### src/psdc_pkg.sv
// ============================================================================
// psdc_pkg
// Shared types and constants for the pairwise site distance counter.
// ============================================================================
package psdc_pkg;

    localparam int DEF_LANES     = 8;
    localparam int DEF_MAX_SITES = 65536;

    localparam int SYM_W   = 8;
    localparam int SITES_W = 64;
    localparam int LCNT_W  = 4;
    localparam int CNT_W   = 17;
    localparam int CNT_MAX = 131071;

    typedef struct packed {
        logic compared;
        logic differing;
    } t_lane_hit;

    typedef struct packed {
        logic [CNT_W-1:0] compared_sites;
        logic [CNT_W-1:0] differing_sites;
        logic [CNT_W-1:0] min_compared;
        logic [CNT_W-1:0] max_compared;
    } t_result;

endpackage

### src/psdc_lane.sv
// ============================================================================
// psdc_lane
// One site compare: both symbols present, and whether they differ.
// ============================================================================
module psdc_lane (
    input  logic [psdc_pkg::SYM_W-1:0] i_sym_a,
    input  logic [psdc_pkg::SYM_W-1:0] i_sym_b,
    input  logic                       i_en,
    output psdc_pkg::t_lane_hit        o_hit
);
    import psdc_pkg::*;

    logic w_both;

    assign w_both          = i_en && (i_sym_a != '0) && (i_sym_b != '0);
    assign o_hit.compared  = w_both;
    assign o_hit.differing = w_both && (i_sym_a != i_sym_b);

endmodule

### src/psdc_merge.sv
// ============================================================================
// psdc_merge
// Lane count merge, saturating pair accumulation, run min/max tracking,
// and the output register with a one-entry skid stage.
// ============================================================================
module psdc_merge #(
    parameter int LANES     = psdc_pkg::DEF_LANES,
    parameter int MAX_SITES = psdc_pkg::DEF_MAX_SITES
) (
    input  logic                  i_clk,
    input  logic                  i_rst_n,
    input  psdc_pkg::t_lane_hit   i_hits [LANES],
    input  logic                  i_accept,
    input  logic                  i_last_chunk,
    input  logic                  i_start_of_run,
    input  logic                  i_stall,
    output logic                  o_full,
    output logic                  o_valid,
    output psdc_pkg::t_result     o_result
);
    import psdc_pkg::*;

    localparam int HCNT_W  = $clog2(LANES + 1);
    localparam int BOUND_I = (MAX_SITES < CNT_MAX) ? MAX_SITES : CNT_MAX;
    localparam logic [CNT_W:0] BOUND = (CNT_W + 1)'(BOUND_I);

    logic [HCNT_W-1:0] w_cmp_cnt;
    logic [HCNT_W-1:0] w_dif_cnt;
    logic [CNT_W-1:0]  w_cmp_base;
    logic [CNT_W-1:0]  w_dif_base;
    logic [CNT_W:0]    w_cmp_sum;
    logic [CNT_W:0]    w_dif_sum;
    logic [CNT_W-1:0]  w_cmp_sat;
    logic [CNT_W-1:0]  w_dif_sat;
    logic              w_have;
    t_result           w_res;
    logic              w_emit;
    logic              w_out_free;

    logic [CNT_W-1:0]  r_cmp_acc, n_cmp_acc;
    logic [CNT_W-1:0]  r_dif_acc, n_dif_acc;
    logic [CNT_W-1:0]  r_min, n_min;
    logic [CNT_W-1:0]  r_max, n_max;
    logic              r_have_pair, n_have_pair;
    t_result           r_out, n_out;
    logic              r_out_valid, n_out_valid;
    t_result           r_skid, n_skid;
    logic              r_skid_valid, n_skid_valid;

    always_comb begin
        w_cmp_cnt = '0;
        w_dif_cnt = '0;
        for (int i = 0; i < LANES; i++) begin
            w_cmp_cnt = w_cmp_cnt + HCNT_W'(i_hits[i].compared);
            w_dif_cnt = w_dif_cnt + HCNT_W'(i_hits[i].differing);
        end
    end

    always_comb begin
        w_cmp_base = i_start_of_run ? '0 : r_cmp_acc;
        w_dif_base = i_start_of_run ? '0 : r_dif_acc;
        w_have     = i_start_of_run ? 1'b0 : r_have_pair;
        w_cmp_sum  = {1'b0, w_cmp_base} + (CNT_W + 1)'(w_cmp_cnt);
        w_dif_sum  = {1'b0, w_dif_base} + (CNT_W + 1)'(w_dif_cnt);
        w_cmp_sat  = (w_cmp_sum > BOUND) ? BOUND[CNT_W-1:0] : w_cmp_sum[CNT_W-1:0];
        w_dif_sat  = (w_dif_sum > BOUND) ? BOUND[CNT_W-1:0] : w_dif_sum[CNT_W-1:0];

        w_res.compared_sites  = w_cmp_sat;
        w_res.differing_sites = w_dif_sat;
        if (!w_have) begin
            w_res.min_compared = w_cmp_sat;
            w_res.max_compared = w_cmp_sat;
        end else begin
            w_res.min_compared = (w_cmp_sat < r_min) ? w_cmp_sat : r_min;
            w_res.max_compared = (w_cmp_sat > r_max) ? w_cmp_sat : r_max;
        end
    end

    assign w_emit     = i_accept && i_last_chunk;
    assign w_out_free = !r_out_valid || !i_stall;

    always_comb begin
        n_cmp_acc    = r_cmp_acc;
        n_dif_acc    = r_dif_acc;
        n_min        = r_min;
        n_max        = r_max;
        n_have_pair  = r_have_pair;
        n_out        = r_out;
        n_out_valid  = r_out_valid;
        n_skid       = r_skid;
        n_skid_valid = r_skid_valid;

        if (i_accept) begin
            if (i_last_chunk) begin
                n_cmp_acc   = '0;
                n_dif_acc   = '0;
                n_min       = w_res.min_compared;
                n_max       = w_res.max_compared;
                n_have_pair = 1'b1;
            end else begin
                n_cmp_acc   = w_cmp_sat;
                n_dif_acc   = w_dif_sat;
                n_have_pair = w_have;
            end
        end

        if (w_out_free) begin
            if (r_skid_valid) begin
                n_out        = r_skid;
                n_out_valid  = 1'b1;
                n_skid_valid = 1'b0;
            end else if (w_emit) begin
                n_out       = w_res;
                n_out_valid = 1'b1;
            end else begin
                n_out_valid = 1'b0;
            end
        end else if (w_emit) begin
            n_skid       = w_res;
            n_skid_valid = 1'b1;
        end
    end

    always_ff @(posedge i_clk) begin
        if (!i_rst_n) begin
            r_cmp_acc    <= '0;
            r_dif_acc    <= '0;
            r_min        <= '0;
            r_max        <= '0;
            r_have_pair  <= 1'b0;
            r_out_valid  <= 1'b0;
            r_skid_valid <= 1'b0;
        end else begin
            r_cmp_acc    <= n_cmp_acc;
            r_dif_acc    <= n_dif_acc;
            r_min        <= n_min;
            r_max        <= n_max;
            r_have_pair  <= n_have_pair;
            r_out_valid  <= n_out_valid;
            r_skid_valid <= n_skid_valid;
        end
    end

    always_ff @(posedge i_clk) begin
        r_out  <= n_out;
        r_skid <= n_skid;
    end

    assign o_full   = r_skid_valid;
    assign o_valid  = r_out_valid;
    assign o_result = r_out;

endmodule

### src/pairwise_site_distance_counter.sv
// A result is registered (output or skid stage) when its last chunk transfers.
// Throughput: one chunk per cycle while o_stall is low; each lane compares
// one site; the merge stage counts lane hits and updates the pair and run registers.
// o_stall is registered: it rises only while the skid stage holds a result.
// Reset (synchronous, i_rst_n low) clears counts, run extremes and valid flags.
// ============================================================================
// pairwise_site_distance_counter
// Pairwise compared/differing site counts with run min/max of compared counts.
// ============================================================================
module pairwise_site_distance_counter #(
    parameter int LANES     = psdc_pkg::DEF_LANES,
    parameter int MAX_SITES = psdc_pkg::DEF_MAX_SITES
) (
    input  logic                          i_clk,
    input  logic                          i_rst_n,
    input  logic                          i_valid,
    output logic                          o_stall,
    input  logic [psdc_pkg::SITES_W-1:0]  i_sites_a,
    input  logic [psdc_pkg::SITES_W-1:0]  i_sites_b,
    input  logic [psdc_pkg::LCNT_W-1:0]   i_lanes_valid,
    input  logic                          i_last_chunk,
    input  logic                          i_start_of_run,
    output logic                          o_valid,
    input  logic                          i_stall,
    output logic [psdc_pkg::CNT_W-1:0]    o_compared_sites,
    output logic [psdc_pkg::CNT_W-1:0]    o_differing_sites,
    output logic [psdc_pkg::CNT_W-1:0]    o_min_compared,
    output logic [psdc_pkg::CNT_W-1:0]    o_max_compared
);
    import psdc_pkg::*;

    t_lane_hit w_hits [LANES];
    t_result   w_result;
    logic      w_accept;
    logic      w_full;

    assign w_accept = i_valid && !w_full;
    assign o_stall  = w_full;

    for (genvar g = 0; g < LANES; g++) begin : g_lane
        psdc_lane u_lane (
            .i_sym_a (i_sites_a[g*SYM_W +: SYM_W]),
            .i_sym_b (i_sites_b[g*SYM_W +: SYM_W]),
            .i_en    (i_lanes_valid > LCNT_W'(g)),
            .o_hit   (w_hits[g])
        );
    end

    psdc_merge #(
        .LANES     (LANES),
        .MAX_SITES (MAX_SITES)
    ) u_merge (
        .i_clk          (i_clk),
        .i_rst_n        (i_rst_n),
        .i_hits         (w_hits),
        .i_accept       (w_accept),
        .i_last_chunk   (i_last_chunk),
        .i_start_of_run (i_start_of_run),
        .i_stall        (i_stall),
        .o_full         (w_full),
        .o_valid        (o_valid),
        .o_result       (w_result)
    );

    assign o_compared_sites  = w_result.compared_sites;
    assign o_differing_sites = w_result.differing_sites;
    assign o_min_compared    = w_result.min_compared;
    assign o_max_compared    = w_result.max_compared;

endmodule
### config.mk
export PLATFORM = sky130hd
export DESIGN_NAME = pairwise_site_distance_counter
export DESIGN_NICKNAME = d
export VERILOG_FILES = /design/src/psdc_pkg.sv /design/src/psdc_lane.sv /design/src/psdc_merge.sv /design/src/pairwise_site_distance_counter.sv
export SDC_FILE = /design/constraint.sdc
export NUM_CORES = 1
export LEC_CHECK = 0
export BUFFER_PORTS_ARGS = -buffer_cell sky130_fd_sc_hd__buf_4
export CAP_MARGIN = 20
export CELL_PAD_IN_SITES_DETAIL_PLACEMENT = 1
export CELL_PAD_IN_SITES_GLOBAL_PLACEMENT = 1
export CORE_ASPECT_RATIO = 1.5
export CORE_MARGIN = 5
export CORE_UTILIZATION = 48
export CTS_CLUSTER_DIAMETER = 100
export DETAILED_ROUTE_END_ITERATION = 8
export PLACE_DENSITY_LB_ADDON = 0.1
export SYNTH_ARGS = -nofsm -noshare
export SYNTH_HDL_FRONTEND = slang
export SYNTH_SLANG_ARGS = --single-unit
### constraint.sdc
create_clock -name i_clk -period 18.3 [get_ports i_clk]
set_input_delay 2.745 -clock i_clk [delete_from_list [all_inputs] [get_ports i_clk]]
set_output_delay 2.745 -clock i_clk [all_outputs]
set_load 0.005 [all_outputs]
* Yosys cells after proc, flatten, opt, wreduce, memory -nomap -nowiden *
Index checks and enable logic that the tools add are counted.

operators by class
  add/subtract/negate cells = 16
  order comparisons = 12
  equality and inequality tests = 8
  multiplexer cells = 15
  bitwise logic cells = 2
  reduce and logical (&&, ||, !) cells = 51

operator list
  cell                  number
  $mux 17               8
  $mux 68               2
  $reduce_bool 8->1     16
  $ne 8x8->1            8
  $add 4x1->4           12
  $add 17x4->18         2
  $gt 18x17->1 const B  2
  $mux 34               1
  $logic_and 1x1->1     26
  $gt 17x17->1          1
  $lt 17x17->1          1
  $gt 4x3->1 const B    4
  $gt 4x1->1 const B    2
  $gt 4x2->1 const B    2
  $reduce_and 2->1      3
  $add 1x1->2           2
  $mux 1                4
  $logic_not 1->1       3
  $not 1->1             2
  $reduce_bool 2->1     1
  $reduce_or 2->1       1
  $logic_or 1x1->1      1

storage, ports and cells
  flip-flop bits (word level) = 207
  bits of input ports = 138
  output and inout port bits = 70

* Longest topological paths before layout *
  word-level depth = 18
  depth in mapped cells = 32
  mapped depth without buffers = 29

* Modules after synthesis *
Synthesis repeated with hierarchy kept, for this count alone.

unflattened totals
  cell total of the unflattened synthesis = 1218
  area, all modules = 12071.6 um^2

by module, submodules not included
  module                          times used  cells each  area an instance (um^2)  sequential area each (um^2)
  psdc_merge                      1           1056        10880.4                  5505.3
  psdc_lane                       8           19          140.1                    0.0
  pairwise_site_distance_counter  1           10          70.1                     0.0

* Least setup slack after synthesis *
No wires, ideal clock.

  kind = input port to flip-flop
  start point = input port i_sites_b[1] in the netlist's numbering
  end point = register u_merge.r_skid[30] in the netlist's numbering (data pin)
  library setup time = 264 ps
  arrival time = 10298 ps
  path slack = 7738 ps
  cell stages on the path = 30
  path buffers = 3
  path through = nor4_1 > a21oi_1 > a21boi_0 > ha_1 > inv_1 > fa_1 > fa_1 > fa_1 > inv_1 > fa_1 > fa_1 > a211oi_1 > nor2_1 > a311oi_1 > a311oi_1 > or4_1 > o31a_1 > or3_1 > clkbuf_1 > inv_2 > ha_1 > nand4_1 > or4_1 > a2111oi_0 > a211o_1 > o21ai_0 > buf_1 > clkbuf_1 > nand2_1 > o21ai_0

RTL lines
  element               line                                  source
  from (decl)           pairwise_site_distance_counter.sv:19  input logic [psdc_pkg::SITES_W-1:0] i_sites_b,
  to (signal assigned)  psdc_merge.sv:146                     r_skid <= n_skid;
  to (decl)             psdc_merge.sv:47                      t_result r_skid, n_skid;

* Worst setup path in the final report *
  start point = input port i_sites_b[5] in the netlist's numbering
  end point = register u_merge.r_min[14]

on the way
  longest elaborated chain between the ends = 15

RTL lines
  element                        line               source
  $reduce_bool 8->1 (*)          psdc_lane.sv:15    assign w_both = i_en && (i_sym_a != '0) && (i_sym_b != '0);
  $logic_and 1x1->1 (*)          psdc_lane.sv:15
  $add 1x1->2 (*)                psdc_merge.sv:54   w_cmp_cnt = w_cmp_cnt + HCNT_W'(i_hits[i].compared);
  $add 4x1->4 (*) (6 in series)  psdc_merge.sv:54
  $add 17x4->18 (*)              psdc_merge.sv:63   w_cmp_sum = {1'b0, w_cmp_base} + (CNT_W + 1)'(w_cmp_cnt);
  $gt 18x17->1                   psdc_merge.sv:65   w_cmp_sat = (w_cmp_sum > BOUND) ? BOUND[CNT_W-1:0] : w_cmp_sum[CNT_W-1:0];
  $mux 17 (*)                    psdc_merge.sv:65
  net u_merge.w_cmp_sat[14]      psdc_merge.sv:33   logic [CNT_W-1:0] w_cmp_sat;
  $lt 17x17->1                   psdc_merge.sv:74   w_res.min_compared = (w_cmp_sat < r_min) ? w_cmp_sat : r_min;
  $mux 17                        psdc_merge.sv:74
  $mux 34 (*)                    psdc_merge.sv:70   if (!w_have) begin
  to (signal assigned)           psdc_merge.sv:136  r_min <= n_min;
  to (decl)                      psdc_merge.sv:42   logic [CNT_W-1:0] r_min, n_min;

The timed path passes the listed nets; every way through them passes the cells marked *.
A chain may end at the register's enable or synchronous reset.

==> summary.md <==
| Metric | Value |
|---|---|
| Row Count | 70 |
| Number of flops mapped to enable cells by yosys | 136 |
| Layout cells sized above 1 | 0.241 |
| Worst Skew | 19.2 ps |
| Distinct cell type count after synthesis | 65 |
| Avg WL per Cell | 22.4 um |
| Slew Viols, Final | 0 |
| Synthesized area per cell | 10.3 sq um |
| Min Tclk post-route | ~11,000 ps |
| Dominant cell type by count on the critical path | fa_1 |
| Mapped cell area | 11,800 sq um |
| CTS Sinks | 207 |
| Main synth FF type | edfxtp_1 |
| Vias in the first global route | about 11,000 |
| Nets | about 1,500 |
| Commonest non-fill, non-tap cell in the layout | buf_4 |
| Post-cts hold buffer count | 0 |
| DR iter-0 viols | between 400 and 500 |
| Most frequent cells in the layout | buf_4, edfxtp_1, nand2_1 |
| Num ports | between 200 and 250 |
| Post-layout power | approximately 1.3 mW |
| Max transition margin | 0.272 |
| CP max stage cell | a211oi_1 |
| DP Wirelength | around 28 mm |
| Max cap viols | 0 |
| Area growth, synth to finish | 21.8% |
| Area of the core | about 24,000 sq um |
| H-Tree Depth | 1 |
| GRT Overall Usage | 0.262 |
| CP endpoint kind | flop |
| Worst R2R End | u_merge.r_min[14] |
| Die height | 202 um |
| DRC errors left | 0 |
| RSZ-0062 raised after global routing | false |
| Worst-case hold path end point | u_merge.r_dif_acc[0] |
| Clk Latency, worst-skew pair | ~520 ps |
| Status | finished clean |
| Clock Tree Root | clkbuf_16 |
| Critical Path AT | about 12,000 ps |
| Top achievable clock speed | around 0.087 GHz |
| Fin util | 0.590 |
| Remaining antenna violation count after routing | 0 |
| Final setup fails | 0 |
| Gate Count Post-Synth | approximately 1,100 |
| Vias/cell | around 5.9 |
| HP Start | u_merge.r_dif_acc[0] |
| Warnings from Yosys | 0 |
| Clock tree buffer depth | 3 |
| Syn_nets | 1,335 |
| CTS tree | done |
| Seq/Total Area, Yosys | 0.467 |
| Count of input and output buffers | around 210 |
| Critical path required time | around 19,000 ps |
| Reg2reg path depth | 22 |
| Min-delay worst type | reg -> reg |
| Worst path max stage delay | approximately 600 ps |
| Min-Delay Path Depth | 1 |
| Diode count | 0 |
| Ys async rst share | 0 |
| Drt total wl | around 37 mm |
| VDD IR max | around 0.000062 V |
| Final hold viol count | 0 |
| Number of CTS-inserted buffers | 21 |
| GPL Wtd Cong | roughly 0.91 |
| Worst-path clk slew | 60 ps |
| Via count | about 9,800 |
| Pin count of the biggest net entering global routing | 80 |
| Post-CTS Setup Bufs | 0 |
| Initial antenna violation count | 0 |
| Die area | roughly 28,000 sq um |
| Die Span X | 138 um |
| Worst-path fanout max | 29 |
| Cell Pwr Density | ~88 nW/um^2 |
| Final period util | 0.627 |
| Worst reg2reg path startpoint | u_merge.r_cmp_acc[0] |
| Initial DRT Pass Iterations | 6 |
| Synth Register Bits | around 210 |
| Initial core utilization | 0.485 |
| Crit start category | input port |
| Crit Path Class | in -> reg |
| P_leak | roughly 5.5 nW |
| First-pass GRT wire length | ~59 mm |
| Post-cts repair resize count | 0 |
| Setup TNS | 0 ps |
| Tightest Pin Transition | 1090 ps |
| Total grt overflow | 0 |
| Worst hold slack | around 480 ps |
| Reg2Reg Setup Slack | ~12,000 ps |
power by group:
part	total, mW	switching [mW]	internal (mW)
sequential	0.535	0.00852	0.527
combinational	0.292	0.173	0.119
clock	0.432	0.185	0.247
how the worst max path moves through the flow:
stage          depth (start not counted)  slack, ps              endpoint          from
5_1_grt                               30       6340  u_merge.o_result[20]  i_sites_b[5]
3_5_place_dp                          31       6380     u_merge.r_min[14]  i_sites_b[5]
6_report                              31       6820     u_merge.r_min[14]  i_sites_b[5]
3_3_place_gp                          29       6460  u_merge.o_result[21]  i_sites_b[1]
2_1_floorplan                         30       7740    u_merge.r_skid[30]  i_sites_b[1]
4_1_cts                               31       6880     u_merge.r_min[14]  i_sites_b[5]
metal layers:
metal,GRT usage,routed length [um],vias up
met5,0,0,-
met4,0.100,1400,0
met1,0.277,13500,4911
li1,-,-,4580
met3,0.0320,1500,79
met2,0.521,21000,258
metrics by stage:
| stage | cells | instance area, sq um | setup WS, ps |
|---|---|---|---|
| 6_report | 1671 | 14400 | 6820 |
| 5_1_grt | 1671 | 14400 | 6340 |
| 4_1_cts | 1671 | 14400 | 6880 |
| 3_5_place_dp | 1633 | 13700 | 6380 |
| 3_3_place_gp | 1632 | 13700 | 6460 |
| 2_1_floorplan | 1140 | 11800 | 7740 |
sequential cells by signal, indices dropped and copies added (netlist names):
name,cells
u_merge.r_have_pair,1
u_merge.o_result,68
u_merge.r_skid,68
u_merge.r_cmp_acc,17
u_merge.o_valid,1
u_merge.r_min,17
u_merge.r_dif_acc,17
u_merge.r_max,17
u_merge.o_full,1
worst max-delay path: cells and delay by family:
family / cells / cell delay, ps
adder cells (fa/ha/maj): 7 / 2890
AO/OA/AOI/OAI: 10 / 2670
AND/OR/NAND/NOR: 8 / 2620
buffers and inverters: 6 / 920
synth_stat cells (all sizes together), types with 37 or more instances:
| cell | n | area [sq um] |
|---|---|---|
| nand2 | 119 | 447 |
| edfxtp | 136 | 4080 |
| inv | 60 | 225 |
| clkbuf | 43 | 161 |
| nor2b | 60 | 375 |
| xor2 | 71 | 622 |
| nor4 | 49 | 307 |
| o21ai | 51 | 255 |
| nor2 | 38 | 143 |
| dfxtp | 71 | 1420 |
| ha | 47 | 588 |
| mux2 | 37 | 417 |
final cells by class:
class / count / area [sq um]
Clock buffer: 30 / 569
Clock inverter: 8 / 100
Fill cell: 2739 / 9980
Inverter: 60 / 225
Multi-Input combinational cell: 818 / 5880
Sequential cell: 207 / 5510
Tap cell: 324 / 405
Timing Repair Buffer: 224 / 1680
logic make-up after synthesis:
group / Yosys count / share of synthesized area
adder cells (fa/ha/maj): 57 / 0.0668
buffers and inverters: 115 / 0.0376
multiplexers: 65 / 0.0591
flip-flops: 207 / 0.467
XOR/XNOR: 92 / 0.0683
AND/OR/NAND/NOR: 361 / 0.158
AO/OA/AOI/OAI: 243 / 0.143
No activity file was read; power rests on OpenSTA's default activity.
